[config.mk]
export PLATFORM = sky130hd
export DESIGN_NAME = bmp24_stream_writer
export DESIGN_NICKNAME = d
export VERILOG_FILES = /design/src/rtl/bmpw_pkg.sv /design/src/rtl/bmpw_div.sv /design/src/rtl/bmpw_dp.sv /design/src/rtl/bmpw_ctrl.sv /design/src/rtl/bmp24_stream_writer.sv
export SDC_FILE = /design/constraint.sdc
export NUM_CORES = 2
export LEC_CHECK = 0
export BUFFER_PORTS_ARGS = -buffer_cell sky130_fd_sc_hd__buf_2
export CORE_UTILIZATION = 45
export CTS_BUF_LIST = sky130_fd_sc_hd__clkbuf_8
export CTS_CLUSTER_SIZE = 10
export DETAILED_ROUTE_END_ITERATION = 7
export GPL_TIMING_DRIVEN = 0
export SYNTH_ARGS = -nofsm -noshare
export SYNTH_HDL_FRONTEND = slang
export SYNTH_SLANG_ARGS = --single-unit
export TNS_END_PERCENT = 50
[constraint.sdc]
create_clock -name clk -period 11.9 [get_ports clk]
set_input_delay 0.595 -clock clk [delete_from_list [all_inputs] [get_ports clk]]
set_output_delay 0.595 -clock clk [all_outputs]
set_load 0.01 [all_outputs]
[src/rtl/bmpw_pkg.sv]
// ----------------------------------------------------------------------------
// bmpw_pkg
// Shared types, constants and helper functions for the 24-bit BMP stream
// writer: header layout, controller states and controller/datapath structs.
// ----------------------------------------------------------------------------
package bmpw_pkg;

  // header and format constants
  localparam int unsigned HDR_LEN    = 14 + 40;
  localparam logic [5:0]  HDR_LAST   = 6'(HDR_LEN - 1);
  localparam logic [7:0]  DIB_SIZE   = 8'd40;
  localparam logic [7:0]  BITS_PIXEL = 8'd24;
  localparam logic [7:0]  CHAR_B     = 8'h42;
  localparam logic [7:0]  CHAR_M     = 8'h4D;
  localparam logic [7:0]  BYTE_MAX   = 8'hFF;
  localparam logic [7:0]  ALPHA_OPAQUE = 8'd255;
  localparam logic [16:0] SIDE_MAX   = 17'd65536;
  localparam int unsigned CFG_W      = 17;

  // configuration register indexes
  localparam logic CFG_WIDTH  = 1'b0;
  localparam logic CFG_HEIGHT = 1'b1;

  // request codes
  localparam logic REQ_START = 1'b0;
  localparam logic REQ_PIXEL = 1'b1;

  typedef enum logic [3:0] {
    ST_IDLE,
    ST_HDR_MUL,
    ST_HDR_ADD,
    ST_HDR_OUT,
    ST_DIV,
    ST_OUT_B,
    ST_OUT_G,
    ST_OUT_R,
    ST_OUT_PAD
  } state_t;

  typedef enum logic [2:0] {
    SEL_HDR,
    SEL_BLUE,
    SEL_GREEN,
    SEL_RED,
    SEL_ZERO
  } byte_sel_t;

  // controller to datapath commands
  typedef struct packed {
    logic       pos_clear;
    logic       pos_advance;
    logic       pix_load;
    logic       div_step;
    logic [1:0] div_idx;
    logic       body_calc;
    logic       total_calc;
    logic       emit;
    byte_sel_t  sel;
    logic [5:0] hdr_idx;
    logic       last;
    logic       done;
  } bmpw_cmd_t;

  // datapath to controller status
  typedef struct packed {
    logic       out_free;
    logic       drop;
    logic       row_end;
    logic       img_end;
    logic [1:0] pad;
  } bmpw_sts_t;

  // clamp a side register into 1..65536
  function automatic logic [16:0] eff_side(input logic [16:0] v);
    logic [16:0] r;
    if (v == 17'd0) begin
      r = 17'd1;
    end else if (v > SIDE_MAX) begin
      r = SIDE_MAX;
    end else begin
      r = v;
    end
    return r;
  endfunction

  // one byte of the 54-byte file and info header
  function automatic logic [7:0] hdr_byte(input logic [5:0] idx, input logic [31:0] total,
                                          input logic [31:0] body, input logic [16:0] w,
                                          input logic [16:0] h);
    logic [7:0] b;
    case (idx)
      6'd0:    b = CHAR_B;
      6'd1:    b = CHAR_M;
      6'd2:    b = total[7:0];
      6'd3:    b = total[15:8];
      6'd4:    b = total[23:16];
      6'd5:    b = total[31:24];
      6'd10:   b = 8'(HDR_LEN);
      6'd14:   b = DIB_SIZE;
      6'd18:   b = w[7:0];
      6'd19:   b = w[15:8];
      6'd20:   b = {7'd0, w[16]};
      6'd22:   b = h[7:0];
      6'd23:   b = h[15:8];
      6'd24:   b = {7'd0, h[16]};
      6'd26:   b = 8'd1;
      6'd28:   b = BITS_PIXEL;
      6'd34:   b = body[7:0];
      6'd35:   b = body[15:8];
      6'd36:   b = body[23:16];
      6'd37:   b = body[31:24];
      default: b = 8'd0;
    endcase
    return b;
  endfunction

endpackage

[src/rtl/bmpw_div.sv]
// ----------------------------------------------------------------------------
// bmpw_div
// One unpremultiply lane: (c*255 + a/2) / a clamped to 255, two quotient
// bits per step, four steps; alpha 0 and 255 pass the channel through.
// ----------------------------------------------------------------------------
module bmpw_div import bmpw_pkg::*; (
  input  logic       clk,
  input  logic       load,
  input  logic       step,
  input  logic [1:0] step_idx,
  input  logic [7:0] chan,
  input  logic [7:0] alpha,
  output logic [7:0] result
);

  logic [15:0] rem;
  logic [7:0]  quo;
  logic [7:0]  divisor;
  logic [7:0]  chan_hold;
  logic        bypass;
  logic        clamp;

  logic [15:0] dividend;
  logic [2:0]  sh_hi;
  logic [2:0]  sh_lo;
  logic [15:0] sub_hi;
  logic [15:0] sub_lo;
  logic        q_hi;
  logic        q_lo;
  logic [15:0] rem_mid;
  logic [15:0] rem_end;

  // scaled dividend, c*255 as c*256 - c
  assign dividend = ({chan, 8'd0} - {8'd0, chan}) + {9'd0, alpha[7:1]};

  // two restoring steps, high bit first
  assign sh_hi   = 3'd7 - {step_idx, 1'b0};
  assign sh_lo   = sh_hi - 3'd1;
  assign sub_hi  = {8'd0, divisor} << sh_hi;
  assign q_hi    = (rem >= sub_hi);
  assign rem_mid = q_hi ? (rem - sub_hi) : rem;
  assign sub_lo  = {8'd0, divisor} << sh_lo;
  assign q_lo    = (rem_mid >= sub_lo);
  assign rem_end = q_lo ? (rem_mid - sub_lo) : rem_mid;

  always_ff @(posedge clk) begin
    if (load) begin
      rem       <= dividend;
      quo       <= 8'd0;
      divisor   <= alpha;
      chan_hold <= chan;
      bypass    <= (alpha == 8'd0) || (alpha == ALPHA_OPAQUE);
      clamp     <= (dividend >= {alpha, 8'd0});
    end else if (step) begin
      rem <= rem_end;
      quo <= {quo[5:0], q_hi, q_lo};
    end
  end

  // quotient of 256 or more saturates
  assign result = bypass ? chan_hold : (clamp ? BYTE_MAX : quo);

endmodule

[src/rtl/bmpw_dp.sv]
// ----------------------------------------------------------------------------
// bmpw_dp
// Datapath: row/column position, header size arithmetic, three divide
// lanes and the output word register.
// ----------------------------------------------------------------------------
module bmpw_dp import bmpw_pkg::*; (
  input  logic        clk,
  input  logic        rst,
  input  bmpw_cmd_t   cmd,
  output bmpw_sts_t   sts,
  input  logic [16:0] image_width,
  input  logic [16:0] image_height,
  input  logic [31:0] pixel_word,
  input  logic        out_ready,
  output logic        out_valid,
  output logic [7:0]  out_byte,
  output logic        last_of_run,
  output logic        image_done
);

  logic [16:0] column_count;
  logic [16:0] row_count;
  logic [31:0] body;
  logic [31:0] total;

  logic [16:0] w;
  logic [16:0] h;
  logic [17:0] row_bytes;
  logic [34:0] body_prod;
  logic [7:0]  lane_res [3];
  logic [7:0]  byte_next;

  assign w = eff_side(image_width);
  assign h = eff_side(image_height);

  // status toward the controller
  assign sts.pad      = w[1:0];
  assign sts.drop     = (row_count >= h);
  assign sts.row_end  = ({1'b0, column_count} + 18'd1 >= {1'b0, w});
  assign sts.img_end  = sts.row_end && ({1'b0, row_count} + 18'd1 >= {1'b0, h});
  assign sts.out_free = !out_valid || out_ready;

  // image position
  always_ff @(posedge clk) begin
    if (rst || cmd.pos_clear) begin
      column_count <= 17'd0;
      row_count    <= 17'd0;
    end else if (cmd.pos_advance) begin
      if (sts.row_end) begin
        column_count <= 17'd0;
        row_count    <= row_count + 17'd1;
      end else begin
        column_count <= column_count + 17'd1;
      end
    end
  end

  // body and file size, one multiply then one add
  assign row_bytes = ({1'b0, w} + {w, 1'b0}) + {16'd0, w[1:0]};
  assign body_prod = 35'(row_bytes) * 35'(h);

  always_ff @(posedge clk) begin
    if (cmd.body_calc) begin
      body <= body_prod[31:0];
    end
    if (cmd.total_calc) begin
      total <= body + 32'(HDR_LEN);
    end
  end

  // unpremultiply lanes: blue, green, red
  for (genvar i = 0; i < 3; i++) begin : g_lane
    bmpw_div u_div (
      .clk      (clk),
      .load     (cmd.pix_load),
      .step     (cmd.div_step),
      .step_idx (cmd.div_idx),
      .chan     (pixel_word[8*i +: 8]),
      .alpha    (pixel_word[31:24]),
      .result   (lane_res[i])
    );
  end

  // byte source select
  always_comb begin
    unique case (cmd.sel)
      SEL_HDR:   byte_next = hdr_byte(cmd.hdr_idx, total, body, w, h);
      SEL_BLUE:  byte_next = lane_res[0];
      SEL_GREEN: byte_next = lane_res[1];
      SEL_RED:   byte_next = lane_res[2];
      SEL_ZERO:  byte_next = 8'd0;
      default:   byte_next = 8'd0;
    endcase
  end

  // output word register
  always_ff @(posedge clk) begin
    if (rst) begin
      out_valid <= 1'b0;
    end else if (cmd.emit) begin
      out_valid <= 1'b1;
    end else if (out_ready) begin
      out_valid <= 1'b0;
    end
  end

  always_ff @(posedge clk) begin
    if (cmd.emit) begin
      out_byte    <= byte_next;
      last_of_run <= cmd.last;
      image_done  <= cmd.done;
    end
  end

endmodule

[src/rtl/bmpw_ctrl.sv]
// ----------------------------------------------------------------------------
// bmpw_ctrl
// Controller: sequences header emission, divide steps and the pixel bytes
// with row padding.
// ----------------------------------------------------------------------------
module bmpw_ctrl import bmpw_pkg::*; (
  input  logic      clk,
  input  logic      rst,
  input  logic      in_valid,
  output logic      in_ready,
  input  logic      req_type,
  input  bmpw_sts_t sts,
  output bmpw_cmd_t cmd
);

  state_t     state;
  state_t     state_next;
  logic [5:0] hdr_idx;
  logic [5:0] hdr_idx_next;
  logic [1:0] div_idx;
  logic [1:0] div_idx_next;
  logic [1:0] pad_left;
  logic [1:0] pad_left_next;

  // state register
  always_ff @(posedge clk) begin
    if (rst) begin
      state    <= ST_IDLE;
      hdr_idx  <= 6'd0;
      div_idx  <= 2'd0;
      pad_left <= 2'd0;
    end else begin
      state    <= state_next;
      hdr_idx  <= hdr_idx_next;
      div_idx  <= div_idx_next;
      pad_left <= pad_left_next;
    end
  end

  assign in_ready = (state == ST_IDLE);

  // next state and commands
  always_comb begin
    state_next    = state;
    hdr_idx_next  = hdr_idx;
    div_idx_next  = div_idx;
    pad_left_next = pad_left;
    cmd           = '0;
    cmd.sel       = SEL_ZERO;
    cmd.hdr_idx   = hdr_idx;
    cmd.div_idx   = div_idx;

    unique case (state)
      ST_IDLE: begin
        if (in_valid) begin
          if (req_type == REQ_START) begin
            cmd.pos_clear = 1'b1;
            state_next    = ST_HDR_MUL;
          end else if (!sts.drop) begin
            cmd.pix_load  = 1'b1;
            div_idx_next  = 2'd0;
            state_next    = ST_DIV;
          end
        end
      end
      ST_HDR_MUL: begin
        cmd.body_calc = 1'b1;
        state_next    = ST_HDR_ADD;
      end
      ST_HDR_ADD: begin
        cmd.total_calc = 1'b1;
        hdr_idx_next   = 6'd0;
        state_next     = ST_HDR_OUT;
      end
      ST_HDR_OUT: begin
        if (sts.out_free) begin
          cmd.emit = 1'b1;
          cmd.sel  = SEL_HDR;
          cmd.last = (hdr_idx == HDR_LAST);
          if (hdr_idx == HDR_LAST) begin
            state_next = ST_IDLE;
          end else begin
            hdr_idx_next = hdr_idx + 6'd1;
          end
        end
      end
      ST_DIV: begin
        cmd.div_step = 1'b1;
        div_idx_next = div_idx + 2'd1;
        if (div_idx == 2'd3) begin
          state_next = ST_OUT_B;
        end
      end
      ST_OUT_B: begin
        if (sts.out_free) begin
          cmd.emit   = 1'b1;
          cmd.sel    = SEL_BLUE;
          state_next = ST_OUT_G;
        end
      end
      ST_OUT_G: begin
        if (sts.out_free) begin
          cmd.emit   = 1'b1;
          cmd.sel    = SEL_GREEN;
          state_next = ST_OUT_R;
        end
      end
      ST_OUT_R: begin
        if (sts.out_free) begin
          cmd.emit = 1'b1;
          cmd.sel  = SEL_RED;
          if (!sts.row_end || sts.pad == 2'd0) begin
            cmd.last        = 1'b1;
            cmd.done        = sts.img_end;
            cmd.pos_advance = 1'b1;
            state_next      = ST_IDLE;
          end else begin
            pad_left_next = sts.pad;
            state_next    = ST_OUT_PAD;
          end
        end
      end
      ST_OUT_PAD: begin
        if (sts.out_free) begin
          cmd.emit = 1'b1;
          cmd.sel  = SEL_ZERO;
          if (pad_left == 2'd1) begin
            cmd.last        = 1'b1;
            cmd.done        = sts.img_end;
            cmd.pos_advance = 1'b1;
            state_next      = ST_IDLE;
          end else begin
            pad_left_next = pad_left - 2'd1;
          end
        end
      end
      default: begin
        state_next = ST_IDLE;
      end
    endcase
  end

endmodule

[src/rtl/bmp24_stream_writer.sv]
// ----------------------------------------------------------------------------
// bmp24_stream_writer
// Premultiplied ARGB8888 pixels in, 24-bit BMP file bytes out.
//
//   channel  direction  handshake              payload
//   in       input      in_valid / in_ready    req_type, pixel_word
//   out      output     out_valid / out_ready  out_byte, last_of_run, image_done
//   cfg      input      cfg_we                 cfg_index, cfg_data
//
// A start word is accepted, then the size arithmetic runs (one multiply,
// one add), then the 54 header bytes are sent. A pixel word is accepted,
// stepped through the two-bit-per-step divide lanes, then sent as 3 to 6
// bytes.
// A pixel past the last row is dropped in its accept cycle.
// Output stalls hold the controller; in_ready is high only between words.
// Reset clears position, state and the output valid flag; sizes reset to 1.
// ----------------------------------------------------------------------------
module bmp24_stream_writer import bmpw_pkg::*; (
  input  logic        clk,
  input  logic        rst,
  input  logic        in_valid,
  output logic        in_ready,
  input  logic        req_type,
  input  logic [31:0] pixel_word,
  output logic        out_valid,
  input  logic        out_ready,
  output logic [7:0]  out_byte,
  output logic        last_of_run,
  output logic        image_done,
  input  logic        cfg_we,
  input  logic        cfg_index,
  input  logic [16:0] cfg_data
);

  logic [16:0] image_width;
  logic [16:0] image_height;
  bmpw_cmd_t   cmd;
  bmpw_sts_t   sts;

  // configuration registers
  always_ff @(posedge clk) begin
    if (rst) begin
      image_width  <= 17'd1;
      image_height <= 17'd1;
    end else if (cfg_we) begin
      unique case (cfg_index)
        CFG_WIDTH:  image_width  <= cfg_data;
        CFG_HEIGHT: image_height <= cfg_data;
        default:    image_width  <= image_width;
      endcase
    end
  end

  bmpw_ctrl u_ctrl (
    .clk      (clk),
    .rst      (rst),
    .in_valid (in_valid),
    .in_ready (in_ready),
    .req_type (req_type),
    .sts      (sts),
    .cmd      (cmd)
  );

  bmpw_dp u_dp (
    .clk          (clk),
    .rst          (rst),
    .cmd          (cmd),
    .sts          (sts),
    .image_width  (image_width),
    .image_height (image_height),
    .pixel_word   (pixel_word),
    .out_ready    (out_ready),
    .out_valid    (out_valid),
    .out_byte     (out_byte),
    .last_of_run  (last_of_run),
    .image_done   (image_done)
  );

  // a word is only loaded into a free output register
  a_emit_free: assert property (@(posedge clk) disable iff (rst)
    cmd.emit |-> sts.out_free)
    else $error("word loaded into occupied output register");

  // image end flag only on the closing word of a run at the last pixel
  a_done_last: assert property (@(posedge clk) disable iff (rst)
    (cmd.emit && cmd.done) |-> (cmd.last && sts.img_end))
    else $error("image_done without last_of_run at image end");

  // divide lanes only step while an item is in flight
  a_div_busy: assert property (@(posedge clk) disable iff (rst)
    cmd.div_step |-> !in_ready)
    else $error("divide step while idle");

  // a start word always leads into header emission
  a_start_busy: assert property (@(posedge clk) disable iff (rst)
    (in_valid && in_ready && req_type == REQ_START) |=> !in_ready)
    else $error("start word did not begin header");

endmodule

==> results.toml <==
[sta]
setup_viol_count_final = 0
finalCritPeriodShare_pct = 89.5
drv_slew = 0
hold_violations = 0
max_slew_margin_pct = 3.94
finalSetupTns_ns = 0
grt_setup_unrepaired = "false"
fin_ws_ns = 1.24
fmax_mhz = 93.8
period_needed_ns = 10.66
worst_pin_slew_ns = 1.43
clock_skew_ns = 0.0376
holdWs_ns = 0.185

[detailed_routing]
viasPerCell = 5.67
ant_nets = 0
wl_per_cell_um = 20.8
post-route-drc-count = 0
drt_pass1_iterations = 5
num_vias = 25134
wl_um = 92400
drtIter0Drc = 2011

[power_and_ir_drop]
irDropWorstVdd_v = 0.000470
leakage_nw = 14.3
pwr-share-comb_pct = 68.5
internal_power_mw = 4.48
switching_share_pct = 46.9
power_density_mw_per_mm2 = 263
p_switching_mw = 3.95
seqPwrFrac_pct = 19.1
pwr-share-clk_pct = 12.4
fin_total_pwr_mw = 8.43

[critical_path]
cp-endpoint = "u_dp.body[31]"
r2r_end = "u_dp.body[31]"
crit_family = "adder cells"
criticalPathCategory = "reg2reg"
r2r_cells = 31
cp_num_cells = 31
r2r-start = "image_width[4]"
crit_slowest_cell = "a2111oi_0"
critPathArrivalTime_ns = 11.04
worstSetupEndpointType = "flip-flop"
crit_start = "image_width[4]"
crit_path_max_fanout = 10
rrSetupSlack_ns = 1.24
critical_path.max_stage_delay_ns = 1.07
critPathLaunchType = "flip-flop"
worst_ep_required_time_ns = 12.28
crit_buf_inv = 4

[yosys]
yosysWarnings = 0
synth_ff_type = "edfxtp_1"
synth.distinct_cells = 85
synth_top_area_share_pct = 15.7
async_flop_share_pct = 0
synth_edf_count = 154
ys_ff_latch = 261
synth.most_common_cell = "nand2_1"
synth_nets = 3986
synthesis.instances = 3405
ys_top_cells_by_area = "edfxtp_1, fa_1, ha_1, dfxtp_1, nand2_1"
synth.top_cells.by_count = "nand2_1, inv_1, ha_1"
syn-cell-area_sq_mm = 0.0294
yosysTopAreaCell = "edfxtp_1"
syn_area_per_cell_sq_um = 8.62
ys_seq_area_share_pct = 23.0

[cells_and_area]
fillers = 6347
areaGrowthSynthToFinish_pct = 9.12
final_nets = 4114
final_util_pct = 49.7
drive_gt1_share_pct = 6.96
multiInputGateArea_sq_mm = 0.0208
ff_latch_area_sq_mm = 0.00677

[global_routing]
first_global_vias = 24381
gr-total-overflow = 0
grt_max_degree = 39
globalRouteTotalUtil_pct = 28.0
grt_pass1_wl_um = 144000
antenna_found_initial = 2

[clock_network]
clockRootBuffer = "clkbuf_8"
cts_resized = 0
postCtsHoldBufs = 0
cts_setup_buffers = 0
clock_latency_ns = 0.68
htreeDepth = 2
clock-sinks = 261
cts_tree = "yes"
cts_made_buffers = 53
clockBufferDepth = 3
path_clk_slew_ns = 0.07

[floorplan]
die_w_um = 257
ios = 68
dieArea_sq_mm = 0.0663
rows = 93
die_h_um = 257
core_area_sq_mm = 0.0645
start_util_pct = 45.6

[min_path]
hold_path_class = "in2reg"

[flow_run]
drv_cap = 0

[run_status]
status = "complete, no violations"

[place]
routabilityCongestion = 0.968
io_buffers = 67
place_ws_ns = 1.29
dp_hpwl_um = 74500
## cells by family after synthesis
kind of cell	count (synthesis)	synth area share (%)
mux	63	2.32
xor+xnor	236	7.04
fa+ha+maj	526	27.9
buf+inv	484	6.32
compound gates	683	15.2
simple gates	1152	18.3
flops	261	23.0
## per-stage QoR
| step | instance area (sq um) | instances |
|---|---|---|
| after CTS | 32000 | 4433 |
| after global routing | 32000 | 4434 |
| after global placement | 30800 | 4327 |
| after detailed placement | 30900 | 4333 |
| final | 32000 | 4434 |
| after floorplan | 29400 | 3405 |
## worst min-delay path by stage
stage / from / end / slack (ns) / cells past startpoint
global route: cfg_data[0] / image_height[0] / 0.16 / 3
global placement: u_dp.g_lane[0].u_div.quo[7] / u_dp.g_lane[0].u_div.quo[7] / 0.44 / 2
CTS: cfg_data[0] / image_height[0] / 0.14 / 3
finish: cfg_data[0] / image_height[0] / 0.18 / 3
detailed placement: u_dp.g_lane[1].u_div.quo[6] / u_dp.g_lane[1].u_div.quo[6] / 0.45 / 2
floorplan: u_dp.g_lane[2].u_div.quo[0] / u_dp.g_lane[2].u_div.quo[0] / 0.43 / 2
## worst register-to-register path: cells and delay by family, from the launching register on
family	cells	cell delay [ns]
flip-flops	1	0.32
adder cells (fa/ha/maj)	10	3.89
buffers and inverters	4	0.72
AO/OA/AOI/OAI	9	3.67
XOR/XNOR	2	0.39
AND/OR/NAND/NOR	6	1.41
## registers in the layout, indices dropped and copies added, names as in the netlist, 3 cells and up
name / flops
u_dp.g_lane.u_div.chan_hold: 24
u_dp.g_lane.u_div.clamp: 3
u_dp.body: 30
u_ctrl.state: 4
u_dp.row_count: 17
u_dp.total: 30
u_dp.out_byte: 8
u_dp.g_lane.u_div.rem: 48
image_width: 17
u_dp.column_count: 17
image_height: 17
u_ctrl.hdr_idx: 6
u_dp.g_lane.u_div.quo: 24
u_dp.g_lane.u_div.divisor: 8
## layout by cell type, fill, tap and decap left out, types with 74 or more instances in the layout
| cell type | count |
|---|---|
| edfxtp_1 | 154 |
| and3_1 | 74 |
| fa_1 | 214 |
| ha_1 | 311 |
| xor2_1 | 117 |
| o21ai_0 | 144 |
| nor2_1 | 268 |
| xnor2_1 | 119 |
| a21oi_1 | 182 |
| nand2_1 | 462 |
| buf_2 | 77 |
| inv_1 | 381 |
| clkbuf_1 | 91 |
| dfxtp_1 | 107 |
## metal layers
| metal | routed length (um) | global-route usage (%) | vias up | share of wire [%] |
|---|---|---|---|---|
| met2 | 42900 | 45.7 | 880 | 46 |
| met1 | 39900 | 37.9 | 12048 | 43 |
| met3 | 6140 | 3.73 | 161 | 6.6 |
| met5 | 11 | 0 | - | 0.012 |
| met4 | 3440 | 10.2 | 2 | 3.7 |
| li1 | - | - | 12043 | - |
## cell type report
type	instances	share of cell area (%)
tap	855	3.34
clock buffer	65	2.79
clock inverter	35	0.843
sequential	261	21.1
timing repair buffer	73	1.31
antenna	1	0.00781
inverter	374	4.38
buffer	110	1.41
multi-input combinational	2660	64.8
## power groups by stage
stage                     Sequential [mW]  Clock, mW  Combinational, mW
after detailed placement             1.63          0               5.68
after CTS                            1.61       1.07               5.72
final                                1.61       1.05               5.77
after global placement               1.64          0               5.60
after floorplan                      1.55          0               4.43
after global routing                 1.63       1.11               6.43
Power figures use the tool's default switching activity.
